==> src/hw/rtl/src_pkg.sv <==
// Package of the smooth radial cutoff block: fixed-point constants, series tables and types.
// No dependencies; used by src_cfg, src_horner_step and smooth_radial_cutoff.
package src_pkg;

  localparam int unsigned FRAC_BITS = 16;
  localparam int unsigned SH30      = 30 - FRAC_BITS;

  localparam logic [16:0] ONE_F    = 17'(1 << FRAC_BITS);
  localparam logic [16:0] HALF_F   = 17'(1 << (FRAC_BITS - 1));
  localparam logic [31:0] ONE30    = 32'h4000_0000;
  localparam logic [31:0] PI_Q30   = 32'd3373259426;
  localparam logic [31:0] ROUND30  = 32'(1 << (SH30 - 1));
  localparam logic [31:0] SLOPE_LIM = 32'h8000_0000;

  localparam logic signed [25:0] VAL_MAX = 26'sd524287;
  localparam logic signed [25:0] VAL_MIN = -26'sd524288;

  localparam int unsigned HORNER_STEPS = 8;
  localparam int unsigned SIN_TERMS    = 7;

  // Divisors of the nested series and floor(2^32 / divisor).
  localparam logic [7:0] SIN_DIV [SIN_TERMS] = '{8'd210, 8'd156, 8'd110, 8'd72,
                                                 8'd42, 8'd20, 8'd6};
  localparam logic [31:0] SIN_RECIP [SIN_TERMS] = '{32'd20452225, 32'd27531841,
                                                    32'd39045157, 32'd59652323,
                                                    32'd102261126, 32'd214748364,
                                                    32'd715827882};
  localparam logic [7:0] COS_DIV [HORNER_STEPS] = '{8'd240, 8'd182, 8'd132, 8'd90,
                                                    8'd56, 8'd30, 8'd12, 8'd2};
  localparam logic [31:0] COS_RECIP [HORNER_STEPS] = '{32'd17895697, 32'd23598721,
                                                       32'd32537631, 32'd47721858,
                                                       32'd76695844, 32'd143165576,
                                                       32'd357913941, 32'd2147483648};

  typedef enum logic [1:0] {
    CFG_COSINE_MODE = 2'd0,
    CFG_INV_CUTOFF  = 2'd1,
    CFG_POLY_GAMMA  = 2'd2
  } cfg_idx_e;

  typedef struct packed {
    logic        cosine_mode;
    logic [20:0] inv_cutoff;
    logic [21:0] poly_gamma;
  } cfg_t;

  typedef struct packed {
    logic        mask;
    logic        upper;
    logic [30:0] t;
    logic [16:0] z;
    logic [16:0] z4;
    logic [28:0] gg;
  } side_t;

endpackage

==> src/hw/rtl/src_cfg.sv <==
// Configuration register file of the smooth radial cutoff block.
// Depends on src_pkg for the register indices and the configuration struct.
module src_cfg (
  input  logic              clk_i,
  input  logic              rst_ni,
  input  logic              cfg_valid_i,
  output logic              cfg_ready_o,
  input  logic [1:0]        cfg_index_i,
  input  logic [21:0]       cfg_data_i,
  output src_pkg::cfg_t     cfg_o
);

  src_pkg::cfg_t cfg_d, cfg_q;

  assign cfg_ready_o = 1'b1;
  assign cfg_o       = cfg_q;

  always_comb begin
    cfg_d = cfg_q;
    if (cfg_valid_i) begin
      unique case (cfg_index_i)
        src_pkg::CFG_COSINE_MODE: cfg_d.cosine_mode = cfg_data_i[0];
        src_pkg::CFG_INV_CUTOFF:  cfg_d.inv_cutoff  = cfg_data_i[20:0];
        src_pkg::CFG_POLY_GAMMA:  cfg_d.poly_gamma  = cfg_data_i;
        default:                  cfg_d = cfg_q;
      endcase
    end
  end

  always_ff @(posedge clk_i or negedge rst_ni) begin
    if (!rst_ni) begin
      cfg_q.cosine_mode <= 1'b1;
      cfg_q.inv_cutoff  <= 21'd65536;
      cfg_q.poly_gamma  <= 22'd327680;
    end else begin
      cfg_q <= cfg_d;
    end
  end

endmodule

==> config.mk <==
export PLATFORM = sky130hd
export DESIGN_NAME = src_cfg
export DESIGN_NICKNAME = d
export VERILOG_FILES = /design/src/hw/rtl/src_pkg.sv /design/src/hw/rtl/src_cfg.sv
export SDC_FILE = /design/constraint.sdc
export NUM_CORES = 1
export LEC_CHECK = 0
export ABC_CLOCK_PERIOD_IN_PS = 900
export BUFFER_PORTS_ARGS = -buffer_cell sky130_fd_sc_hd__buf_4
export CORE_MARGIN = 3
export CORE_UTILIZATION = 30
export DETAILED_ROUTE_END_ITERATION = 12
export PLACE_DENSITY = 0.61
export SETUP_SLACK_MARGIN = 0.05
export SLEW_MARGIN = 20
export SYNTH_ARGS = -nofsm -noshare
export SYNTH_HDL_FRONTEND = slang
export SYNTH_SLANG_ARGS = --single-unit
==> constraint.sdc <==
create_clock -name clk_i -period 0.9 [get_ports clk_i]
set_input_delay 0.09 -clock clk_i [delete_from_list [all_inputs] [get_ports clk_i]]
set_output_delay 0.09 -clock clk_i [all_outputs]
set_load 0.05 [all_outputs]
### Word level (Yosys, flattened, before mapping)

Index checks and enable logic that the tools add are counted.

* equality and inequality tests: 2
* reduce and logical (&&, ||, !) cells: 4

Operator list (count)
* 2-bit AND reduction: 3
* 2-bit by 1-bit == test with 1-bit output, second input constant: 1
* 2-bit == test, second input constant: 1
* 2-bit logical NOT: 1

* register bits after elaboration: 44

### Logic depth before layout (Yosys ltp)

Gate-level depths: netlist of run 1.

* depth after elaboration: 2
* mapped depth: 3
* depth with buffers taken out: 2

### Least setup slack after synthesis of run 1

No wires, ideal clock.

* path type: register -> register
* start point: register, netlist name cfg_o[0]
* end point: register cfg_q, in the netlist cfg_o[0]
* setup time: 125 ps
* arrival: 866 ps
* required time: 775 ps
* setup slack: -90 ps
* cell stages (with the launch flop): 2
* clock period less this slack: 990 ps
* path through: dfrtp_1 -> mux2_2

RTL lines
* end signal, assigned: line src_cfg.sv:36 `cfg_q <= cfg_d;`
* end, declared: line src_cfg.sv:13 `src_pkg::cfg_t cfg_d, cfg_q;`

### Worst setup path after layout of run 1

* start point: register cfg_q, in the netlist cfg_o[38]
* end point: output cfg_o[38] (netlist bit)

RTL lines
* end, declared: line src_cfg.sv:10 `output src_pkg::cfg_t cfg_o`

No word-level cell between the ends.

==> results.yml, run 1 <==
clock_tree:
  cts_tree: "done"
  clkLatencyLatePin_ns: 0.29
  cts-htree-levels: 2
  clk_pin_slew_ns: 0.09
  clockBufferDepth: 2
  cts_buffers: 5
  cts_root_buf: "clkbuf_8"
  numClockSinks: 44
pwr:
  vdd_drop_max_mv: 1.16
  power.density_nw_per_um2: 2510
  total_power_mw: 7.74
  p_leak_nw: 1.53
critical_path:
  cp-end-kind: "output pin"
  rr_worst_depth: 2
  crit_path_max_fanout: 2
  cp.depth: 1
  start_kind: "flop"
  worstPathArrival_ns: 1.00
  reg2reg_from: "cfg_o[9]"
  rr_endpoint: "cfg_o[9]"
  cp.required_ns: 0.81
  slowest_delay_ns: 0.56
  crit_slowest_cell: "dfstp_2"
  critPathLaunch: "cfg_o[38]"
  crit_family: "flip-flops"
  ff2ff_setup_slack_ns: -0.02
  path_class: "flop to output pin"
  crit_chain: "buf_8"
  worstSetupEndpoint: "cfg_o[38]"
  crit_buf_inv: 1
finish:
  drive_gt1_share_pct: 98.5
  finalCoreUtilization_pct: 51.8
  diodes: 0
  multi_input_area_um2: 708
  nNetsFinal: 222
  final_cell_count_no_fill: 271
  syn_to_final_growth_pct: 66.1
  nFillCells: 504
  largest_register_ffs: 44
  final-seq-area_um2: 1160
global_routing:
  overflow: 0
  grt_pass1_wl_mm: 6.82
  grt_max_degree: 23
  grt_pass1_vias: 1304
  grt_antenna_before_repair: 0
  grt.total_usage_pct: 12.1
sta:
  hold_viol_final: 0
  rsz0062_at_grt: "true"
  timing.hold.ws_ns: 0.0243
  setup_ws_ns: -0.192
  period_needed_ns: 1.09
  slew_viol_final: 0
  setup_viol_count_final: 46
  final.setup_skew_ns: 0
  clock.fmax_mhz: 916
  finalSetupTns_ns: -3.14
  post-route-period-util_pct: 121
die:
  pin_count: 72
  core_um2: 5960
  initial_core_util_pct: 31.2
  num_rows: 28
  dieHeight_um: 84.6
  die_area_um2: 7160
  die_w_um: 84.6
routing:
  wl_mm: 4.10
  wire_per_inst_um: 15.1
  first_pass_iters: 4
  via_count: 1155
  drt-initial-drc-count: 40
  drcViolationCount: 0
  ant_nets: 0
  viasPerCell: 4.26
synth:
  synth_nets: 124
  yosysWarningCount: 0
  synthesis.area_um2: 1860
  avgSynthCellArea_um2: 19.1
  ys_types: 9
  synth_cells: 97
  synth-seq-area-share_pct: 59.6
  synth-seq-cells: 44
job:
  maxCapViolCount: 0
placement:
  place.gp.congestion: 0.780
  dp_cells: 243
  hpwlAfterDp_mm: 2.91
  io_buffers: 70
run_status:
  violations: "negative setup slack"
  status: "finished, violations left"
worst_hold_path:
  hold_class: "primary input to flop"
-- worst min-delay path by stage --
stage / from / endpoint / slack [ns] / cells after the start
finish: cfg_data_i[21] / cfg_o[21] / 0.02 / 2
global route: cfg_data_i[1] / cfg_o[1] / 0.003 / 2
floorplan: rst_ni / cfg_o[0] / -0.21 / 0
CTS: cfg_data_i[21] / cfg_o[21] / 0.01 / 2
global placement: rst_ni / cfg_o[3] / -0.04 / 1
detailed placement: rst_ni / cfg_o[25] / -0.04 / 1
-- metal layers --
metal  routed length [um]  vias up  GRT usage [%]
met5                    0        -              0
met1                 1760      571           15.7
met3                  291        5           3.93
met4                   56        0           3.45
met2                 1990       48           19.5
li1                     -      531              -
-- power breakdown --
| group | switching [mW] | total, mW | leakage, nW | internal (mW) |
|---|---|---|---|---|
| Sequential | 0.325 | 2.77 | 0.474 | 2.44 |
| Clock | 0.687 | 1.52 | 0.0583 | 0.836 |
| Combinational | 1.81 | 3.45 | 0.996 | 1.64 |
-- cell usage after synthesis, drive strengths merged --
| master | instances | area, um2 |
|---|---|---|
| buf | 5 | 52.6 |
| conb | 1 | 3.75 |
| dfrtp | 40 | 1000 |
| mux2 | 44 | 646 |
| nand3b | 2 | 40.0 |
| dfstp | 4 | 105 |
| nor3b | 1 | 7.51 |
-- worst register-to-register path: stages, from the launching register on --
cell and delay (ns):
dfrtp_2 0.44, buf_6 0.12, mux2_4 0.25
-- kinds of logic after synthesis --
logic type / Yosys count / synth area share [%]
flip-flops: 44 / 59.6
multiplexers: 44 / 34.8
other: 1 / 0.202
AND/OR/NAND/NOR: 3 / 2.56
buffers and inverters: 5 / 2.83
-- area by class of cell --
| class | count | area share, % |
|---|---|---|
| timing repair buffer | 96 | 32.7 |
| clock buffer | 5 | 2.23 |
| tap | 75 | 3.04 |
| clock inverter | 3 | 1.54 |
| sequential | 44 | 37.5 |
| multi-input combinational | 48 | 23.0 |
-- placed cells by master (no fill, tap or decap), drive strengths merged --
cell	count
buf	95
bufinv	1
clkbuf	5
clkinv	2
conb	1
dfrtp	40
dfstp	4
dlygate4sd3	1
mux2	44
nand3b	2
nor3b	1
-- timing repair --
item / 4_1_cts / 5_1_grt
endpoints found under the setup margin: 44 / 60
hold buffers: 1 / 0
buffers inserted: 16 / 3
endpoints found under the hold margin: 43 / 0
gates resized for setup: 49 / 17
cloned: 0 / 0
-- per-stage QoR --
step           worst slack, ns  cell area (um2)
2_1_floorplan          -0.0175             1920
3_3_place_gp           -0.0995             2570
3_5_place_dp            -0.112             2570
4_1_cts                 -0.205             3000
5_1_grt                 -0.237             3080
6_report                -0.192             3080
No activity file was read; power rests on OpenSTA's default activity.
==> run 2, diff against run 1 <==
Settings changed: ABC_CLOCK_PERIOD_IN_PS 900 to 1400, CORE_UTILIZATION 30 to 51, PLACE_DENSITY 0.61 to 0.9.
Clock period 0.9 ns to 1.4 ns, I/O delays scaled along.
==> results.yml, run 2 (synthesized netlist as in run 1, its figures left out) <==
placement:
  io_buffers: 70
  placed_cell_area_um2: 2390
  dpl_worst_slack_ns: 0.114
  dp_cells: 208
  hpwlAfterDp_mm: 2.63
  place.gp.congestion: 0.692
sta:
  final.setup_skew_ns: 0
  post-route-period-util_pct: 88.9
  timing.hold.ws_ns: 0.0231
  rsz0062_at_grt: "false"
  worst_pin_slew_ns: 0.561
  slew_viol_final: 0
  setup_ws_ns: 0.155
  setup_viol_count_final: 0
  slew_headroom_pct: 62.6
  hold_viol_final: 0
  finalSetupTns_ns: 0
  period_needed_ns: 1.24
  clock.fmax_mhz: 803
finish:
  layout_common_cells: "70 x buf_4, 40 x mux2_4, 40 x dfrtp_1"
  syn_to_final_growth_pct: 40.5
  stdcell_area_um2: 2610
  layout_commonest_cell: "buf_4"
  drive_gt1_share_pct: 69.9
  final-seq-area_um2: 1110
  final_cell_count_no_fill: 229
  finalCoreUtilization_pct: 76.3
  multi_input_area_um2: 697
  largest_register_ffs: 44
  nNetsFinal: 209
  nFillCells: 225
  diodes: 0
routing:
  via_count: 1133
  drcViolationCount: 0
  wl_mm: 3.99
  first_pass_iters: 4
  drt-initial-drc-count: 74
  ant_nets: 0
  viasPerCell: 4.95
  wire_per_inst_um: 17.4
pwr:
  p_leak_nw: 1.38
  power.density_nw_per_um2: 1670
  combinationalPowerShare_pct: 42.0
  seqPwrFrac_pct: 38.6
  total_power_mw: 4.34
  p_sw_mw: 1.69
  p_sw_share_pct: 39.0
  vdd_drop_max_mv: 0.867
  p_clk_share_pct: 19.4
  p_int_mw: 2.65
global_routing:
  overflow: 0
  grt_pass1_wl_mm: 6.06
  grt.total_usage_pct: 18.7
  grt_pass1_vias: 1145
  grt_max_degree: 45
  grt_most_used_layer: "met2"
  grt_util_met2_pct: 30.5
  gr-usage-met1_pct: 24.2
  grt_antenna_before_repair: 0
  grt_use_met3_pct: 4.76
worst_hold_path:
  hold_class: "primary input to flop"
die:
  pin_count: 72
  dieHeight_um: 66.3
  die_area_um2: 4400
  die_w_um: 66.3
  num_rows: 21
  core_um2: 3420
  initial_core_util_pct: 54.3
critical_path:
  worstPathArrival_ns: 1.10
  crit_chain: "buf_4"
  crit_path_max_fanout: 2
  cp-end-kind: "output pin"
  cp.required_ns: 1.26
  crit_buf_inv: 1
  slowest_delay_ns: 0.56
  crit_family: "flip-flops"
  start_kind: "flop"
  crit_slowest_cell: "dfstp_2"
  path_class: "flop to output pin"
clock_tree:
  postCtsResizedCells: 0
  clockBufferDepth: 2
  clkLatencyLatePin_ns: 0.34
  cts-htree-levels: 2
  cts_buffers: 5
  numClockSinks: 44
  clk_pin_slew_ns: 0.14
  post_cts_buffers: 0
  hold_buffers: 1
  cts_tree: "done"
  cts_root_buf: "clkbuf_4"
run_status:
  status: "completed"
job:
  maxCapViolCount: 0
[run 2: layout make-up]
type / instances / area share, %
flip-flops and latches: 44 / 42.4
multi-input cells: 48 / 26.7
repair buffers: 83 / 25.2
well taps: 46 / 2.21
clock buffers: 6 / 1.97
clock inverters: 2 / 1.49
[run 2: final timing paths]
check | slack (ns) | endpoint | depth (start not counted) | start
worst min-delay path | 0.02 | cfg_o[23] | 2 | cfg_data_i[1]
worst max register to register | 0.61 | cfg_o[12] | 1 | cfg_o[12]
worst max-delay path | 0.16 | cfg_o[43] | 1 | cfg_o[43]
worst min register to register | 0.52 | cfg_o[25] | 1 | cfg_o[25]
max in group asynchronous | 0.67 | cfg_o[18] | 2 | rst_ni
min in group asynchronous | 0.33 | cfg_o[31] | 2 | rst_ni
[run 2: per-layer routing]
metal	vias to the layer above	routed length, um
met1	586	1560
li1	503	-
met5	-	0
met3	6	200
met2	38	2160
met4	0	61
[run 2: power by group through the flow]
stage | Sequential (mW) | Clock [mW] | Combinational (mW)
floorplan | 2.54 | 0 | 0.394
global placement | 1.68 | 0 | 1.78
detailed placement | 1.70 | 0 | 1.80
CTS | 1.68 | 0.860 | 1.81
global route | 1.71 | 0.921 | 1.89
finish | 1.68 | 0.842 | 1.82
==> run 3, diff against run 2 <==
Settings changed: CTS_BUF_LIST set to sky130_fd_sc_hd__clkbuf_16.
==> results.yml, run 3 (synthesized netlist as in run 1, its figures left out) <==
clock_tree:
  postCtsResizedCells: 0
  clk_pin_slew_ns: 0.06
  cts_root_buf: "clkbuf_16"
  cts_buffers: 5
  numClockSinks: 44
  post_cts_buffers: 0
  clockBufferDepth: 2
  clkLatencyLatePin_ns: 0.28
  cts-htree-levels: 2
  cts_tree: "done"
job:
  maxCapViolCount: 0
finish:
  nNetsFinal: 197
  final_cell_count_no_fill: 217
  drive_gt1_share_pct: 74.3
  layout_common_cells: "70 x buf_4, 40 x mux2_4, 40 x dfrtp_1"
  syn_to_final_growth_pct: 38.2
  layout_commonest_cell: "buf_4"
  multi_input_area_um2: 697
  largest_register_ffs: 44
  final-seq-area_um2: 1110
  stdcell_area_um2: 2560
  diodes: 0
  nFillCells: 230
global_routing:
  grt_antenna_before_repair: 0
  grt.total_usage_pct: 19.2
  grt_pass1_wl_mm: 6.02
  overflow: 0
  grt_pass1_vias: 1137
  grt_max_degree: 45
sta:
  worst_pin_slew_ns: 0.549
  rsz0062_at_grt: "false"
  slew_viol_final: 0
  setup_viol_count_final: 0
  hold_viol_final: 0
  final.setup_skew_ns: 0
  post-route-period-util_pct: 82.6
  period_needed_ns: 1.16
  finalSetupTns_ns: 0
  slew_headroom_pct: 63.4
  clock.fmax_mhz: 864
pwr:
  power.density_nw_per_um2: 1870
  p_leak_nw: 1.36
  vdd_drop_max_mv: 1.34
run_status:
  status: "completed"
critical_path:
  crit_path_max_fanout: 2
  start_kind: "flop"
  path_class: "flop to output pin"
  crit_slowest_cell: "dfstp_2"
  cp-end-kind: "output pin"
  slowest_delay_ns: 0.54
  crit_buf_inv: 1
  crit_chain: "buf_4"
  cp.required_ns: 1.26
  crit_family: "flip-flops"
  worstPathArrival_ns: 1.02
die:
  pin_count: 72
  die_w_um: 66.3
  num_rows: 21
  initial_core_util_pct: 54.3
  dieHeight_um: 66.3
  die_area_um2: 4400
  core_um2: 3420
placement:
  hpwlAfterDp_mm: 2.63
  place.gp.congestion: 0.692
  dp_cells: 208
  placed_cell_area_um2: 2390
  io_buffers: 70
routing:
  ant_nets: 0
  highest_layer: "met4"
  drcViolationCount: 0
  dr_wl_met3_um: 258
  viasPerCell: 4.94
  wl_mm: 3.75
  wire_per_inst_um: 17.3
  dr_wl_met2_mm: 2.01
  via_count: 1071
  wl_met1_mm: 1.43
  drt-initial-drc-count: 79
  first_pass_iters: 4
worst_hold_path:
  hold_class: "primary input to flop"
-- run 3: cell types whose count changed in the layout (fill, tap and decap cells not counted) --
cell and delta:
clkbuf_4 -5, clkbuf_16 +5, dlygate4sd3_1 -12, clkbuf_8 -1, clkinv_1 +1
-- run 3: cell type report --
class,instances,area share (%)
sequential,44,43.1
multi-input combinational,48,27.2
timing repair buffer,71,20.9
clock buffer,5,4.88
tap,46,2.24
clock inverter,3,1.66
-- run 3: final timing paths --
check	end	startpoint	slack, ns	cells past startpoint
worst min register to register	cfg_o[36]	cfg_o[36]	0.51	1
worst max-delay path	cfg_o[43]	cfg_o[43]	0.24	1
max in group asynchronous	cfg_o[18]	rst_ni	0.63	2
worst min-delay path	cfg_o[21]	cfg_data_i[21]	0.09	2
worst max register to register	cfg_o[37]	cfg_o[37]	0.63	1
min in group asynchronous	cfg_o[31]	rst_ni	0.38	2
-- run 3: metal layers --
| metal | GRT usage [%] | vias up |
|---|---|---|
| met5 | 0 | - |
| met1 | 24.0 | 548 |
| li1 | - | 480 |
| met2 | 30.4 | 37 |
| met4 | 6.85 | 0 |
| met3 | 7.31 | 6 |
-- run 3: power breakdown --
| group | internal (mW) | leakage (nW) | switching, mW |
|---|---|---|---|
| combinational | 0.673 | 0.766 | 1.12 |
| clock | 0.838 | 0.0814 | 0.484 |
| sequential | 1.53 | 0.515 | 0.151 |
| total | 3.04 | 1.36 | 1.76 |
-- run 3: stage by stage --
stage	total power [mW]	utilization, %	setup slack [ns]	hold slack (ns)
floorplan	2.93	-	0.410	-0.156
global placement	3.46	69.9	0.149	0.148
detailed placement	3.50	69.9	0.114	0.163
CTS	4.83	75.1	0.240	0.0885
global route	4.98	75.1	0.224	0.0876
finish	4.80	75.1	0.243	0.0908
-- run 3: repair_timing --
action / in CTS / in global routing
hold buffers: 1 / 0
hold endpoints to repair: 40 / 0
setup endpoints to repair: 0 / 0
